<file path="src/rtl/core/mcsf_div.sv">
// restoring divider, one quotient bit per cycle, 64-bit dividend by 32-bit divisor
// depends on nothing; used by multi_circle_smooth_field

module mcsf_div (
  input  logic        clk,
  input  logic        rst,
  input  logic        start,
  input  logic [63:0] dividend,
  input  logic [31:0] divisor,
  output logic        done,
  output logic [63:0] quotient
);

  logic        running;
  logic [5:0]  cnt;
  logic [31:0] rem;
  logic [31:0] dsr;
  logic [63:0] quo;
  logic [32:0] shifted;
  logic        fits;

  assign shifted  = {rem, quo[63]};
  assign fits     = shifted >= {1'b0, dsr};
  assign quotient = quo;

  always_ff @(posedge clk) begin
    if (rst) begin
      running <= 1'b0;
      done    <= 1'b0;
      cnt     <= '0;
    end else begin
      done <= 1'b0;
      if (start) begin
        running <= 1'b1;
        cnt     <= '0;
      end else if (running) begin
        cnt <= cnt + 6'd1;
        if (cnt == 6'd63) begin
          running <= 1'b0;
          done    <= 1'b1;
        end
      end
    end
  end

  always_ff @(posedge clk) begin
    if (start) begin
      quo <= dividend;
      rem <= '0;
      dsr <= divisor;
    end else if (running) begin
      rem <= fits ? 32'(shifted - {1'b0, dsr}) : shifted[31:0];
      quo <= {quo[62:0], fits};
    end
  end

endmodule

</file>
<file path="config.mk">
export PLATFORM = sky130hd
export DESIGN_NAME = mcsf_div
export DESIGN_NICKNAME = d
export VERILOG_FILES = /design/src/rtl/core/mcsf_div.sv
export SDC_FILE = /design/constraint.sdc
export NUM_CORES = 1
export LEC_CHECK = 0
export ABC_AREA = 1
export BUFFER_PORTS_ARGS = -buffer_cell sky130_fd_sc_hd__buf_2
export CORE_ASPECT_RATIO = 0.9
export CORE_MARGIN = 5
export CORE_UTILIZATION = 30
export DETAILED_ROUTE_END_ITERATION = 6
export REMOVE_ABC_BUFFERS = 1
export SETUP_SLACK_MARGIN = 0.4
export SLEW_MARGIN = 20
export SYNTH_ARGS = -nofsm -noshare
export SYNTH_HDL_FRONTEND = slang
export SYNTH_SLANG_ARGS = --single-unit
</file>
<file path="constraint.sdc">
create_clock -name clk -period 8.56 [get_ports clk]
set_input_delay 1.712 -clock clk [delete_from_list [all_inputs] [get_ports clk]]
set_output_delay 1.712 -clock clk [all_outputs]
set_load 0.02 [all_outputs]
</file>
==> results.txt <==
- Maximum number of pins on one net before global-route repair: 83
- First-pass GRT wire length: 36700 um
- Cell count after synthesis: 1101
- Global routing used ~15% of the available tracks.
* Routability cong.: 0.908
* Initial Utilization: 30.3%
* Total length of routed wires: 22500 um
- The synthesized netlist contains 36 unique library cells.
- The min-delay analysis places its worst path in the category reg2reg.
- For this design, the CTS-stage hold fixing added 0 buffers.
- Biggest cell delay along the critical path: 0.66 ns
- Library cell occupying the most area in the post-synthesis netlist: edfxtp_1
- Total via count after detailed routing: a little over 7000
* Post-Synth Simple-Gate Area: 34.6%
* Cell repeated most along the worst path: buf_4
- CP top delay family: buffers and inverters
- Standby leakage power: 5.17 nW
- Logic depth of the worst register-to-register path: 15
- For this run, design rule violations remaining after detail routing come to 0.
- The run finished with clean final reports.
* Worst VDD drop: 101 uV
- between 150 and 200 I/O pins were placed.
* Post-Synthesis Cell Area: roughly 0.0081 mm^2
* Num CTS Buffers: 17
- Hold-critical path depth: 2
- The critical path is of the in2reg type.
- Fraction of layout cells with a size suffix above 1: a little under a fifth
* Number of iterations in the first detailed-routing pass: 5
* Inserted Diodes: 0
- Of all nets on the critical path, the largest fanout is between 70 and 80.
- Critical path capture point type: register
* Clk_lat worst skew: 0.43 ns
- After detailed routing, the number of vias per cell comes to 4.44.
- Grt ovf: 0
- On the final layout, the worst clock skew is 0.0110 ns.
- Maximum root-to-sink buffer count: 2
* Number of buffers added for setup after CTS: 0
- Die footprint: 0.0305 mm^2
- Synthesized-area fraction occupied by ao, oa, aoi and oai cells: about 3.4%
- In the final routed layout, each cell accounts on average for ~14 um.
* Most common cell in the netlist: nand2_1
- The tree is rooted in a clkbuf_16.
- Top FF cell, synth: edfxtp_1
* Buffers and inverters on the worst path: 3
- At the pin with the least slew margin, the transition time is between 1 and 1.5 ns.
* Cell Rows: 57
- Hold is met by 0.471 ns.
* Xor and xnor fraction of the mapped netlist area: 1.51%
- Most common library cells after synthesis: nand2_1 (481), inv_1 (167), edfxtp_1 (96)
* Final number of hold-violating endpoints: 0
- Power per cell area: 181 mW/mm^2
* EDFF count, synth: 96
- The floorplan step set the die width to 184 um.
- During placement, the flow inserted port buffers numbering roughly 160.
- Relative to the synthesized area, the layout overhead comes to 21.5%.
* HPWL after detailed placement: 16800 um
* Fill cells: ~2800
- Count of instances resized after the clock tree is built: 0
- For this block, the initial DRC count from the detailed router was around 360.
* TritonCTS clock tree: built
* Fraction of the mapped netlist area in adder cells: 5.32%
- Across the run, the number of max-cap violations was 0.
- The number of antenna violations at the first check in global routing came to 2.
* Combinational family with the most area after synthesis: simple AND/OR/NAND/NOR gates
- Sequence of cells on the critical path: buf_4 > buf_4 > nor2_2 > buf_4 > nand3_1 > o21ai_0
- Relative slew slack: 29.3%
- Among all stages on the critical path, the largest delay is contributed by buf_4.
* TritonCTS Sinks: 136
- Ranking of synthesized cells by area: edfxtp_1 (35%), nand2_1 (22%), dfxtp_1 (9.8%), inv_1 (7.7%), ha_1 (5.1%)
- The via count of the first global-routing pass is ~7000.
- Post-CTS clock slew at the launch and capture registers of the worst setup and hold paths: 0.06 ns
* Max-slew violation count: 0
* Count of nets left with antenna violations after detail routing: 0
- Averaged over all synthesized cells, the footprint is 7.39 um^2.
- Area share of the leading cell type in the synthesized netlist: 35.4%
- Of all flip-flops after synthesis, the portion carrying an async set or reset was 0%.
- Static timing analysis puts the maximum clock frequency at 0.324 GHz.
- At the worst endpoint, the required time is 8.82 ns.
- Yosys printed 0 warnings.
- Vertical die dimension: about 170 um
- Final-stage net count: 1393
* Post-synthesis mux area share: 0%
- WP data arrival: 3.35 ns
* H-tree depth reported by CTS: 4
* Setup TNS after final layout: 0 ns
* Startpoint class of the critical path: input pin
- Part of the Yosys area used for sequential elements: 45.3%
* Area of the core: around 0.027 mm^2
- Setup repair after global routing missed its margin: false
- Setup violations remaining at the end of the flow were counted as 0.
- Time the final worst path needs with I/O delays and setup: 3.09 ns
* Number of cells on the critical path: 6
- In this run, synthesis produced a sequential element count of approximately 140.
- In the finished design, the share of the clock period the worst path needs comes to 36.1%.
[routing by layer]
layer | up-vias | global-route usage (%) | part of all wire [%]
met5 | - | 0 | 0.062
met4 | 4 | 4.15 | 1.4
li1 | 3758 | - | -
met1 | 3215 | 20.3 | 47
met3 | 24 | 4.60 | 7.7
met2 | 227 | 23.0 | 44
[worst paths after layout]
path                              from                    to  slack (ns)
setup / recovery                 start   rem[0]$_SDFFE_PP0P_        5.47
hold reg to reg   rem[23]$_SDFFE_PP0P_  rem[23]$_SDFFE_PP0P_        0.47
hold / removal    rem[23]$_SDFFE_PP0P_  rem[23]$_SDFFE_PP0P_        0.47
setup reg to reg     dsr[23]$_DFFE_PP_  rem[30]$_SDFFE_PP0P_        5.91
[worst reg2reg max path: cells and delay by family (launching register included)]
family | cells | cell delay (ns)
AND/OR/NAND/NOR | 11 | 1.76
adder cells (fa/ha/maj) | 1 | 0.35
flip-flops | 1 | 0.33
buffers and inverters | 3 | 0.15
[registers in the layout (all words and copies together), names as in the netlist]
register	flops
done	1
rem	32
dsr	32
running	1
quotient	64
cnt	6
[layout make-up]
type / instances / area (um^2) / area share, %
repair buffers: 168 / 856 / 8.66
clock buffers: 17 / 425 / 4.31
multi-input cells: 764 / 3650 / 36.9
flip-flops and latches: 136 / 3680 / 37.3
well taps: 354 / 443 / 4.48
clock inverters: 15 / 178 / 1.80
inverters: 173 / 649 / 6.57
[layout by cell type, fill, tap and decap left out, types with 2 or more instances in the layout]
cell type  instances
o21ai_0            6
clkbuf_16         17
nand2_1          481
nand2_4            2
nand3b_1          20
nor2_2             7
and2_1             3
inv_1            166
nand4_1            3
ha_1              33
o21ai_1           17
a31oi_1            2
inv_6              7
bufinv_16          2
edfxtp_1          96
nor2_4             3
nand3_1           79
nor3_1             6
dfxtp_1           40
buf_2            162
inv_8              4
xnor2_1           13
inv_2              6
buf_4              6
nand2_2           10
a21oi_1           23
nor2_1            44
clkinv_1           2
o21bai_1           4
[kinds of logic (layout without fill, tap and decap cells)]
group	after synthesis	after routing
buffers and inverters	201	373
AND/OR/NAND/NOR	664	664
flip-flops	136	136
adder cells (fa/ha/maj)	34	34
XOR/XNOR	14	14
AO/OA/AOI/OAI	52	52
[stage by stage]
step / util [%] / cell area, um^2 / power, mW / setup slack [ns] / cells
2_1_floorplan: - / 7980 / 0.933 / 5.22 / 1073
3_3_place_gp: 34.5 / 9280 / 1.04 / 5.05 / 1595
3_5_place_dp: 34.5 / 9280 / 1.04 / 5.01 / 1595
4_1_cts: 36.7 / 9880 / 1.81 / 5.48 / 1627
5_1_grt: 36.7 / 9880 / 1.87 / 5.33 / 1627
6_report: 36.7 / 9880 / 1.79 / 5.47 / 1627
[power breakdown]
part	switching (mW)	leakage [nW]	internal [mW]
logic	0.156	3.58	0.0783
clock network	0.328	0.295	0.443
registers	0.0245	1.29	0.760
(Power assumes the default switching activity.)
