===== config.mk =====
export PLATFORM = sky130hd
export DESIGN_NAME = mcsf_root
export DESIGN_NICKNAME = d
export VERILOG_FILES = /design/src/rtl/core/mcsf_root.sv
export SDC_FILE = /design/constraint.sdc
export NUM_CORES = 1
export LEC_CHECK = 0
export BUFFER_PORTS_ARGS = -buffer_cell sky130_fd_sc_hd__buf_2
export CORE_MARGIN = 1
export CORE_UTILIZATION = 45
export DETAILED_ROUTE_END_ITERATION = 10
export HOLD_SLACK_MARGIN = 0.03
export SYNTH_ARGS = -nofsm -noshare
export SYNTH_HDL_FRONTEND = slang
export SYNTH_SLANG_ARGS = --single-unit

===== constraint.sdc =====
create_clock -name clk -period 6 [get_ports clk]
set_input_delay 0 -clock clk [delete_from_list [all_inputs] [get_ports clk]]
set_output_delay 0 -clock clk [all_outputs]
set_load 0.02 [all_outputs]

===== src/rtl/core/mcsf_root.sv =====
// integer square root, one root bit per cycle, 68-bit operand, 34-bit root
// depends on nothing; used by multi_circle_smooth_field

module mcsf_root (
  input  logic        clk,
  input  logic        rst,
  input  logic        start,
  input  logic [67:0] operand,
  output logic        done,
  output logic [33:0] root
);

  logic        running;
  logic [5:0]  cnt;
  logic [67:0] val;
  logic [35:0] rem;
  logic [37:0] rem_sh;
  logic [37:0] trial;
  logic        fits;

  assign rem_sh = {rem, val[67:66]};
  assign trial  = {2'b00, root, 2'b01};
  assign fits   = rem_sh >= trial;

  always_ff @(posedge clk) begin
    if (rst) begin
      running <= 1'b0;
      done    <= 1'b0;
      cnt     <= '0;
    end else begin
      done <= 1'b0;
      if (start) begin
        running <= 1'b1;
        cnt     <= '0;
      end else if (running) begin
        cnt <= cnt + 6'd1;
        if (cnt == 6'd33) begin
          running <= 1'b0;
          done    <= 1'b1;
        end
      end
    end
  end

  always_ff @(posedge clk) begin
    if (start) begin
      val  <= operand;
      rem  <= '0;
      root <= '0;
    end else if (running) begin
      val  <= {val[65:0], 2'b00};
      rem  <= fits ? 36'(rem_sh - trial) : rem_sh[35:0];
      root <= {root[32:0], fits};
    end
  end

endmodule


==> impl_metrics.py, run 1 <==
metrics = {
    "setup_path": {
        "r2r_end": "rem[24]",
        "worstRegToRegCells": 11,
        "rr_startpoint": "val[66]",
        "startpoint_type": "register",
        "critPathKind": "register to register",
        "cp_num_cells": 11,
        "rrSetupSlack_ns": 2.44,
        "endpoint_kind": "register",
        "cp-startpoint": "val[66]",
        "timing.critical_path.to": "rem[24]",
        "cp_max_fo": 18,
        "cp.buffers_inverters": 2,
        "crit_top_cell": "a211o_1",
        "cp.arrival_ns": 3.90,
        "cpLargestDelayFamily": "compound AO/OA/AOI/OAI gates",
        "slowest_delay_ns": 0.63,
        "cp.required_ns": 6.35,
        "critical_path.cell_chain": "inv_1 > ha_1 > nand2b_1 > a211o_1 > a211o_1 > a21oi_4 > o211ai_2 > a21oi_2 > buf_4 > nand2_1 > o21ai_0",
        "cp_slowest_cell": "a21oi_2",
    },
    "cts": {
        "worstSkewPairLatency_ns": 0.43,
        "root_buffer": "clkbuf_16",
        "h-tree-depth": 4,
        "cts_made_buffers": 17,
        "cts_tree": "done",
        "clock-sinks": 146,
        "clock_tree.buffer_depth": 2,
        "path_clk_slew_ns": 0.07,
    },
    "finish": {
        "multi_input_area_sq_um": 4200,
        "nets": 1086,
        "regArea_sq_um": 3610,
        "n_antenna_cell": 0,
        "syn_to_final_growth_pct": 23.5,
        "layout-drive-gt1-share_pct": 22.6,
        "num-fill-cells": 1564,
    },
    "global_route": {
        "grt_max_degree": 76,
        "grt_pass1_wl_um": 32000,
        "track_usage_pct": 22.0,
        "antenna_found_initial": 0,
        "overflow": 0,
        "grt_pass1_vias": 6349,
    },
    "route": {
        "dr.pass1.iters": 5,
        "viasPerCell": 5.43,
        "vias": 6591,
        "drt-total-wl_um": 19400,
        "wl_per_cell_um": 15.9,
        "post-route-drc-count": 0,
        "drt_iter0_drc": 362,
        "ant_nets": 0,
    },
    "power": {
        "pwr-share-comb_pct": 46.5,
        "powerDensity_nw_per_um2": 429,
        "p_int_mw": 2.63,
        "peakVddDrop_uv": 263,
        "seqPwrFrac_pct": 29.0,
        "p_clk_share_pct": 24.5,
        "p_sw_share_pct": 39.2,
        "p_switching_mw": 1.70,
        "p_leak_nw": 4.15,
    },
    "placement": {
        "dp_hpwl_um": 12800,
        "port_buffers": 105,
        "dp_slack_ns": 2.44,
        "gp_congestion": 0.821,
    },
    "logic_synthesis": {
        "synth_common_cells": "nor2_1, dfxtp_1, edfxtp_1",
        "yosysTopAreaCellShare_pct": 24.9,
        "synth_area_leaders": "edfxtp_1, dfxtp_1, mux2_2",
        "dominantRegCellSynth": "dfxtp_1",
        "synth.avg_cell_area_sq_um": 9.90,
        "netlist_area_sq_um": 8190,
        "synth-edff-count": 68,
        "synth-seq-area-share_pct": 44.0,
        "syn-num-nets": 936,
        "async_flop_share_pct": 0,
        "synth.most_common_cell": "nor2_1",
        "ys_types": 62,
        "ys.warnings.count": 0,
        "ys_seq_elements": 146,
        "syn_inst": 827,
        "synth_top_area_cell": "edfxtp_1",
    },
    "sta": {
        "skew_ns": 0.00813,
        "fin_ws_ns": 2.44,
        "period_needed_ns": 3.56,
        "rsz0062_at_grt": "no",
        "drv_slew": 0,
        "hold_viol": 0,
        "relSlewSlack_pct": 37.8,
        "tightest_slew_ns": 0.933,
        "tns_ns": 0,
        "fmax_mhz": 281,
        "timing.final.setup_violations": 0,
        "timing.final.crit_share_pct": 59.3,
    },
    "job": {
        "maxCapViolCount": 0,
    },
    "floorplanning": {
        "rows": 48,
        "io_pins": 106,
        "fp.dieH_um": 137,
        "initial_core_util_pct": 46.7,
        "die_area_sq_um": 18700,
        "die_w_um": 137,
        "core_sq_um": 17500,
    },
    "hold_path": {
        "holdPathStages": 3,
        "hold_class": "primary input to register",
        "hp-start": "rst",
    },
    "outcome": {
        "status": "finished clean",
    },
}
==> layout make-up <==
cell class	count	share of cell area, %
well taps	225	2.78
repair buffers	180	12.5
flip-flops and latches	146	35.7
clock buffers	17	4.21
multi-input cells	586	41.6
inverters	46	1.71
clock inverters	14	1.55
==> worst min-delay path: stages <==
cell and delay, ns:
dlygate4sd3_1 0.54, buf_2 0.11, nor2_1 0.03
==> cells by family after synthesis <==
| kind of cell | synth area share [%] |
|---|---|
| and+or+nand+nor | 13.3 |
| DFF | 44.0 |
| xor gates and xnor gates | 3.31 |
| AOI/OAI and AO/OA | 13.8 |
| muxes | 15.1 |
| adders and majority gates | 5.81 |
| buffers and inverters | 4.72 |
==> flip-flops by register name (all words and copies together), names as in the netlist <==
name,count
running,1
val,68
cnt,6
rem,36
done,1
root,34
==> worst min-delay path by stage <==
stage,to,slack [ns]
floorplan,running,0.07
global placement,running,0.16
detailed placement,running,0.16
CTS,running,0.26
global route,running,0.31
finish,running,0.30
==> per-layer routing <==
metal  share of wire (%)  routed length [um]  GRT usage (%)  vias to the layer above
met4                 1.0                 195           5.86                        0
met5                   0                   0              0                        -
li1                    -                   -              -                     3297
met1                  48                9200           29.1                     3144
met2                  47                9120           35.8                      133
met3                 4.4                 848           5.52                       17
==> power by group through the flow <==
| stage | Clock, mW | Sequential (mW) | Combinational (mW) |
|---|---|---|---|
| detailed placement | 0 | 1.28 | 1.96 |
| CTS | 1.08 | 1.26 | 2.01 |
| global route | 1.12 | 1.27 | 2.24 |
| finish | 1.06 | 1.26 | 2.02 |
| global placement | 0 | 1.27 | 1.97 |
| floorplan | 0 | 1.25 | 1.58 |
==> cells in the final DEF, fill, tap and decap left out, drive strengths merged, types with 8 or more instances in the layout <==
cell           n
mux2i         48
a21o          10
nor2          91
edfxtp        68
xor2          10
dfxtp         78
xnor2         21
o211ai         8
inv           51
clkbuf        17
dlygate4sd3   70
mux2          67
a311oi         9
a211oi        20
nand4         14
o21ai         32
nand3         15
a21oi         46
buf          110
nand2         60
ha            38
nor3          10
==> what timing repair did <==
action / in CTS / in global routing
buffers inserted: 0 / 0
hold endpoints to repair: 88 / 0
hold buffers: 70 / 0
resized for setup: 0 / 0
==> per-stage QoR <==
stage                     power [mW]  area [sq um]  hold slack [ns]  utilization, %  std cells
after CTS                       4.34         10100            0.261            57.7       1214
after detailed placement        3.23          8830            0.163            50.4       1113
after global routing            4.63         10100            0.313            57.7       1214
after global placement          3.24          8830            0.162            50.4       1113
after floorplan                 2.83          8190           0.0724               -        827
final                           4.34         10100            0.298            57.7       1214
No activity file was read; power rests on OpenSTA's default activity.
==> run 2, diff against run 1 <==
--- a/config.mk
+++ b/config.mk
@@ -10,6 +10,7 @@
 export CORE_UTILIZATION = 45
 export DETAILED_ROUTE_END_ITERATION = 10
 export HOLD_SLACK_MARGIN = 0.03
+export PLACE_DENSITY = 0.67
 export SYNTH_ARGS = -nofsm -noshare
 export SYNTH_HDL_FRONTEND = slang
 export SYNTH_SLANG_ARGS = --single-unit
==> constraint.sdc (replaced) <==
create_clock -name clk -period 3.01 [get_ports clk]
set_input_delay 0 -clock clk [delete_from_list [all_inputs] [get_ports clk]]
set_output_delay 0 -clock clk [all_outputs]
set_load 0.02 [all_outputs]
==> impl_metrics.py, run 2 (synthesis gave the netlist of run 1 again) <==
metrics = {
    "global_route": {
        "grt_max_degree": 58,
        "overflow": 0,
        "antenna_found_initial": 0,
        "grt_pass1_vias": 6528,
        "grt_pass1_wl_um": 32100,
        "track_usage_pct": 22.0,
    },
    "route": {
        "wl_per_cell_um": 16.1,
        "vias": 6714,
        "viasPerCell": 5.41,
        "dr.pass1.iters": 7,
        "post-route-drc-count": 0,
        "drt-total-wl_um": 20000,
        "drt_iter0_drc": 412,
        "ant_nets": 0,
    },
    "cts": {
        "root_buffer": "clkbuf_16",
        "clock_tree.buffer_depth": 2,
        "clock-sinks": 146,
        "h-tree-depth": 4,
        "worstSkewPairLatency_ns": 0.43,
        "cts_tree": "done",
        "cts_made_buffers": 17,
        "path_clk_slew_ns": 0.07,
    },
    "placement": {
        "gp_congestion": 0.875,
        "dp_hpwl_um": 13000,
        "port_buffers": 105,
        "dp_slack_ns": 0.114,
    },
    "floorplanning": {
        "core_sq_um": 17500,
        "io_pins": 106,
        "initial_core_util_pct": 46.7,
        "rows": 48,
        "fp.dieH_um": 137,
        "die_area_sq_um": 18700,
        "die_w_um": 137,
    },
    "finish": {
        "largest_registers": "val: 68 flops, rem: 36 flops, root: 34 flops",
        "final_cell_mix": "buf_2, nor2_1, dfxtp_1",
        "largest_reg_flops": 68,
        "regArea_sq_um": 3610,
        "n_antenna_cell": 0,
        "layout_commonest_cell": "buf_2",
        "num-fill-cells": 1487,
        "largest-register": "val",
        "nets": 1111,
        "multi_input_area_sq_um": 4260,
        "layout-drive-gt1-share_pct": 25.8,
        "syn_to_final_growth_pct": 26.9,
    },
    "sta": {
        "skew_ns": 0.0110,
        "timing.final.setup_violations": 0,
        "tightest_slew_ns": 0.648,
        "fin_ws_ns": 0.0627,
        "timing.final.crit_share_pct": 97.9,
        "relSlewSlack_pct": 56.8,
        "fmax_mhz": 339,
        "hold_viol": 0,
        "period_needed_ns": 2.95,
        "tns_ns": 0,
        "drv_slew": 0,
    },
    "power": {
        "pwr-share-comb_pct": 48.8,
        "p_switching_mw": 3.55,
        "p_int_mw": 5.53,
        "powerDensity_nw_per_um2": 874,
        "p_clk_share_pct": 23.5,
        "p_sw_share_pct": 39.1,
        "seqPwrFrac_pct": 27.7,
        "p_leak_nw": 4.30,
        "peakVddDrop_uv": 525,
    },
    "outcome": {
        "status": "finished clean",
    },
    "setup_path": {
        "cp.required_ns": 3.35,
        "cp_max_fo": 4,
        "cp.arrival_ns": 3.29,
        "endpoint_kind": "register",
        "startpoint_type": "register",
        "critPathKind": "register to register",
    },
    "hold_path": {
        "hold_class": "primary input to register",
    },
    "job": {
        "maxCapViolCount": 0,
    },
}
==> run 2: per-stage QoR <==
stage	util [%]	hold slack [ns]	total power, mW	instance area (sq um)	std cells
after floorplan	-	0.0724	5.65	8190	827
after global placement	51.3	0.167	6.68	8990	1133
after detailed placement	51.3	0.172	6.69	8990	1133
after CTS	58.7	0.286	8.92	10300	1235
after global routing	59.2	0.292	9.67	10400	1240
final	59.2	0.295	9.09	10400	1240
==> run 2: path summary, 6_finish.rpt <==
check | startpoint | end | slack [ns] | depth (start not counted)
setup / recovery | root[2] | rem[28] | 0.06 | 10
hold reg to reg | cnt[5] | done | 0.48 | 2
hold / removal | rst | running | 0.29 | 3
setup reg to reg | root[2] | rem[28] | 0.06 | 10
==> run 2: layer usage <==
metal	vias to the layer above	GRT usage [%]	share of wire [%]
li1	3353	-	-
met1	3141	28.4	46
met2	188	36.4	48
met3	32	5.30	4.7
met4	0	6.65	1.6
met5	-	0	0
==> run 2: layout make-up <==
| type | instances | area share (%) |
|---|---|---|
| multi-input cells | 586 | 41.0 |
| flip-flops and latches | 146 | 34.8 |
| repair buffers | 205 | 14.1 |
| clock buffers | 17 | 4.09 |
| well taps | 225 | 2.71 |
| clock inverters | 15 | 1.66 |
| inverters | 46 | 1.66 |
==> run 2: critical path: stages (launching register included) <==
cell and delay (ns):
dfxtp_2 0.36, inv_1 0.05, ha_1 0.35, nand2_2 0.10, a211o_1 0.31, a211o_1 0.36, a21o_1 0.23, a2111oi_0 0.60
or4_1 0.20, nand3_1 0.08, a211oi_1 0.23
==> run 2: power by group through the flow <==
stage               sequential, mW  combinational (mW)  clock, mW
floorplan                     2.49                3.16          0
global placement              2.55                4.13          0
detailed placement            2.55                4.14          0
CTS                           2.51                4.24       2.17
global route                  2.55                4.87       2.25
finish                        2.52                4.43       2.13
==> run 2: what timing repair did <==
item                                    CTS  global route
setup buffers                             0             5
gates resized for setup                   0            14
endpoints found under the setup margin    0            30
endpoints found under the hold margin    87             0
hold buffers                             70             0
==> run 3, diff against run 2 <==
--- a/config.mk
+++ b/config.mk
@@ -5,6 +5,7 @@
 export SDC_FILE = /design/constraint.sdc
 export NUM_CORES = 1
 export LEC_CHECK = 0
+export ABC_AREA = 1
 export BUFFER_PORTS_ARGS = -buffer_cell sky130_fd_sc_hd__buf_2
 export CORE_MARGIN = 1
 export CORE_UTILIZATION = 45
==> impl_metrics.py, run 3 <==
metrics = {
    "logic_synthesis": {
        "synth-edff-count": 68,
        "synth_common_cells": "nand2_1, inv_1, nor2_1",
        "synth-compound-area-share_pct": 6.65,
        "synth.most_common_cell": "nand2_1",
        "async_flop_share_pct": 0,
        "synth-seq-area-share_pct": 40.8,
        "syn-num-nets": 1394,
        "yosys.area_share.adder_pct": 5.38,
        "netlist_area_sq_um": 8840,
        "dominantRegCellSynth": "dfxtp_1",
        "synth-simple-area-share_pct": 35.6,
        "synth_mux_area_share_pct": 0,
        "synth_top_area_cell": "edfxtp_1",
        "ys_types": 36,
        "syn_inst": 1285,
        "yosysTopAreaCellShare_pct": 23.1,
        "ys_seq_elements": 146,
        "synth_xor_area_share_pct": 1.68,
        "ys.warnings.count": 0,
        "synth_area_leaders": "edfxtp_1, nand2_1, dfxtp_1",
        "synth_top_family_by_area": "simple AND/OR/NAND/NOR gates",
        "synth.avg_cell_area_sq_um": 6.88,
    },
    "cts": {
        "clock_tree.buffer_depth": 2,
        "clock-sinks": 146,
        "cts_tree": "done",
        "cts_setup_buffers": 0,
        "root_buffer": "clkbuf_16",
        "path_clk_slew_ns": 0.08,
        "worstSkewPairLatency_ns": 0.44,
        "cts_made_buffers": 17,
        "h-tree-depth": 4,
    },
    "floorplanning": {
        "die_w_um": 142,
        "rows": 50,
        "io_pins": 106,
        "die_area_sq_um": 20200,
        "initial_core_util_pct": 46.6,
        "fp.dieH_um": 142,
        "core_sq_um": 19000,
    },
    "route": {
        "ant_nets": 0,
        "vias": 8653,
        "dr.pass1.iters": 5,
        "drt_iter0_drc": 548,
        "post-route-drc-count": 0,
        "viasPerCell": 4.99,
        "wl_per_cell_um": 14.8,
        "drt-total-wl_um": 25700,
    },
    "power": {
        "p_leak_nw": 5.72,
        "peakVddDrop_uv": 787,
        "seqPwrFrac_pct": 19.1,
        "powerDensity_nw_per_um2": 1230,
        "p_switching_mw": 7.21,
        "pwr-share-comb_pct": 64.7,
        "p_sw_share_pct": 53.5,
        "p_clk_share_pct": 16.2,
        "p_int_mw": 6.27,
    },
    "sta": {
        "fmax_mhz": 366,
        "drv_slew": 0,
        "tns_ns": 0,
        "hold_viol": 0,
        "timing.final.crit_share_pct": 90.8,
        "period_needed_ns": 2.73,
        "fin_ws_ns": 0.278,
        "timing.final.setup_violations": 0,
        "skew_ns": 0.0123,
        "tightest_slew_ns": 1.25,
        "relSlewSlack_pct": 16.4,
        "holdWs_ns": 0.0337,
        "rsz0062_at_grt": "no",
    },
    "global_route": {
        "grt_max_degree": 66,
        "overflow": 0,
        "track_usage_pct": 26.7,
        "grt_pass1_vias": 8359,
        "grt_pass1_wl_um": 41900,
        "antenna_found_initial": 0,
    },
    "setup_path": {
        "cp.arrival_ns": 3.06,
        "rr_startpoint": "root[23]",
        "startpoint_type": "register",
        "cp.required_ns": 3.34,
        "cp_max_fo": 31,
        "r2r_end": "rem[16]",
        "endpoint_kind": "register",
        "rrSetupSlack_ns": 0.28,
        "critPathKind": "register to register",
        "worstRegToRegCells": 13,
    },
    "finish": {
        "syn_to_final_growth_pct": 24.1,
        "largest_registers": "val: 68 flops, rem: 36 flops, root: 34 flops",
        "final_cells": 1733,
        "regArea_sq_um": 3600,
        "n_antenna_cell": 0,
        "nets": 1569,
        "largest-register": "val",
        "layout_commonest_cell": "nand2_1",
        "layout-drive-gt1-share_pct": 12.9,
        "largest_reg_flops": 68,
        "final_cell_mix": "nand2_1, inv_1, buf_2",
        "num-fill-cells": 1810,
        "utilization_pct": 57.9,
        "multi_input_area_sq_um": 4360,
    },
    "placement": {
        "dp_hpwl_um": 17600,
        "dp_slack_ns": 0.151,
        "gp_congestion": 1.01,
        "port_buffers": 105,
        "dp.cells": 1631,
    },
    "hold_path": {
        "holdPathStages": 3,
        "hold_class": "primary input to register",
        "hp-start": "start",
        "hold_path_end": "val[7]",
    },
    "outcome": {
        "status": "finished clean",
    },
    "job": {
        "maxCapViolCount": 0,
    },
}
-- run 3: layer usage --
layer | track usage [%] | up-vias | part of all wire [%]
met1 | 33.8 | 3909 | 44
li1 | - | 4419 | -
met5 | 0 | - | 0
met3 | 4.48 | 31 | 5.3
met4 | 7.53 | 0 | 1.6
met2 | 46.5 | 294 | 49
-- run 3: cell type report --
class	instances	share of cell area, %
clock buffer	17	3.88
multi-input combinational	919	39.7
inverter	179	6.13
tap	260	2.96
timing repair buffer	197	12.8
clock inverter	15	1.64
sequential	146	32.8
-- run 3: cells by family after synthesis --
group	count (synthesis)
buf+inv	220
flops	146
simple gates	762
fa+ha+maj	38
xor+xnor	17
compound gates	102
-- run 3: power groups by stage --
stage          clock [mW]  sequential [mW]  combinational [mW]
2_1_floorplan           0             2.56                6.64
3_3_place_gp            0             2.61                8.51
3_5_place_dp            0             2.61                8.53
4_1_cts              2.22             2.57                8.64
5_1_grt              2.28             2.61                9.86
6_report             2.19             2.58                8.71
-- run 3: what timing repair did --
item                       CTS  global route
hold endpoints to repair    76             0
hold buffers                70             0
gates resized for setup      0             1
setup endpoints to repair    0            11
-- run 3: worst max-delay path: stages (launching register included) --
cell and delay, ns:
dfxtp_1 0.33, inv_1 0.09, ha_1 0.38, a21oi_1 0.25
nand2_1 0.13, nand2_1 0.08, nand2_1 0.08, a21oi_2 0.18
nand4_4 0.45, buf_4 0.39, nand3_1 0.09, nand3_1 0.06
nand2_1 0.06, inv_1 0.05
-- run 3: per-stage QoR --
stage | power, mW | area (sq um)
2_1_floorplan | 9.20 | 8840
3_3_place_gp | 11.1 | 9660
3_5_place_dp | 11.1 | 9660
4_1_cts | 13.4 | 11000
5_1_grt | 14.7 | 11000
6_report | 13.5 | 11000
-- run 3: worst max path at each step --
stage	endpoint	slack [ns]	startpoint	cells after the start
2_1_floorplan	val[0]	0.84	running	4
3_3_place_gp	rem[8]	0.23	root[31]	14
3_5_place_dp	rem[15]	0.15	root[31]	14
4_1_cts	rem[15]	0.14	root[31]	14
5_1_grt	rem[8]	0.01	root[17]	18
6_report	rem[16]	0.28	root[23]	13
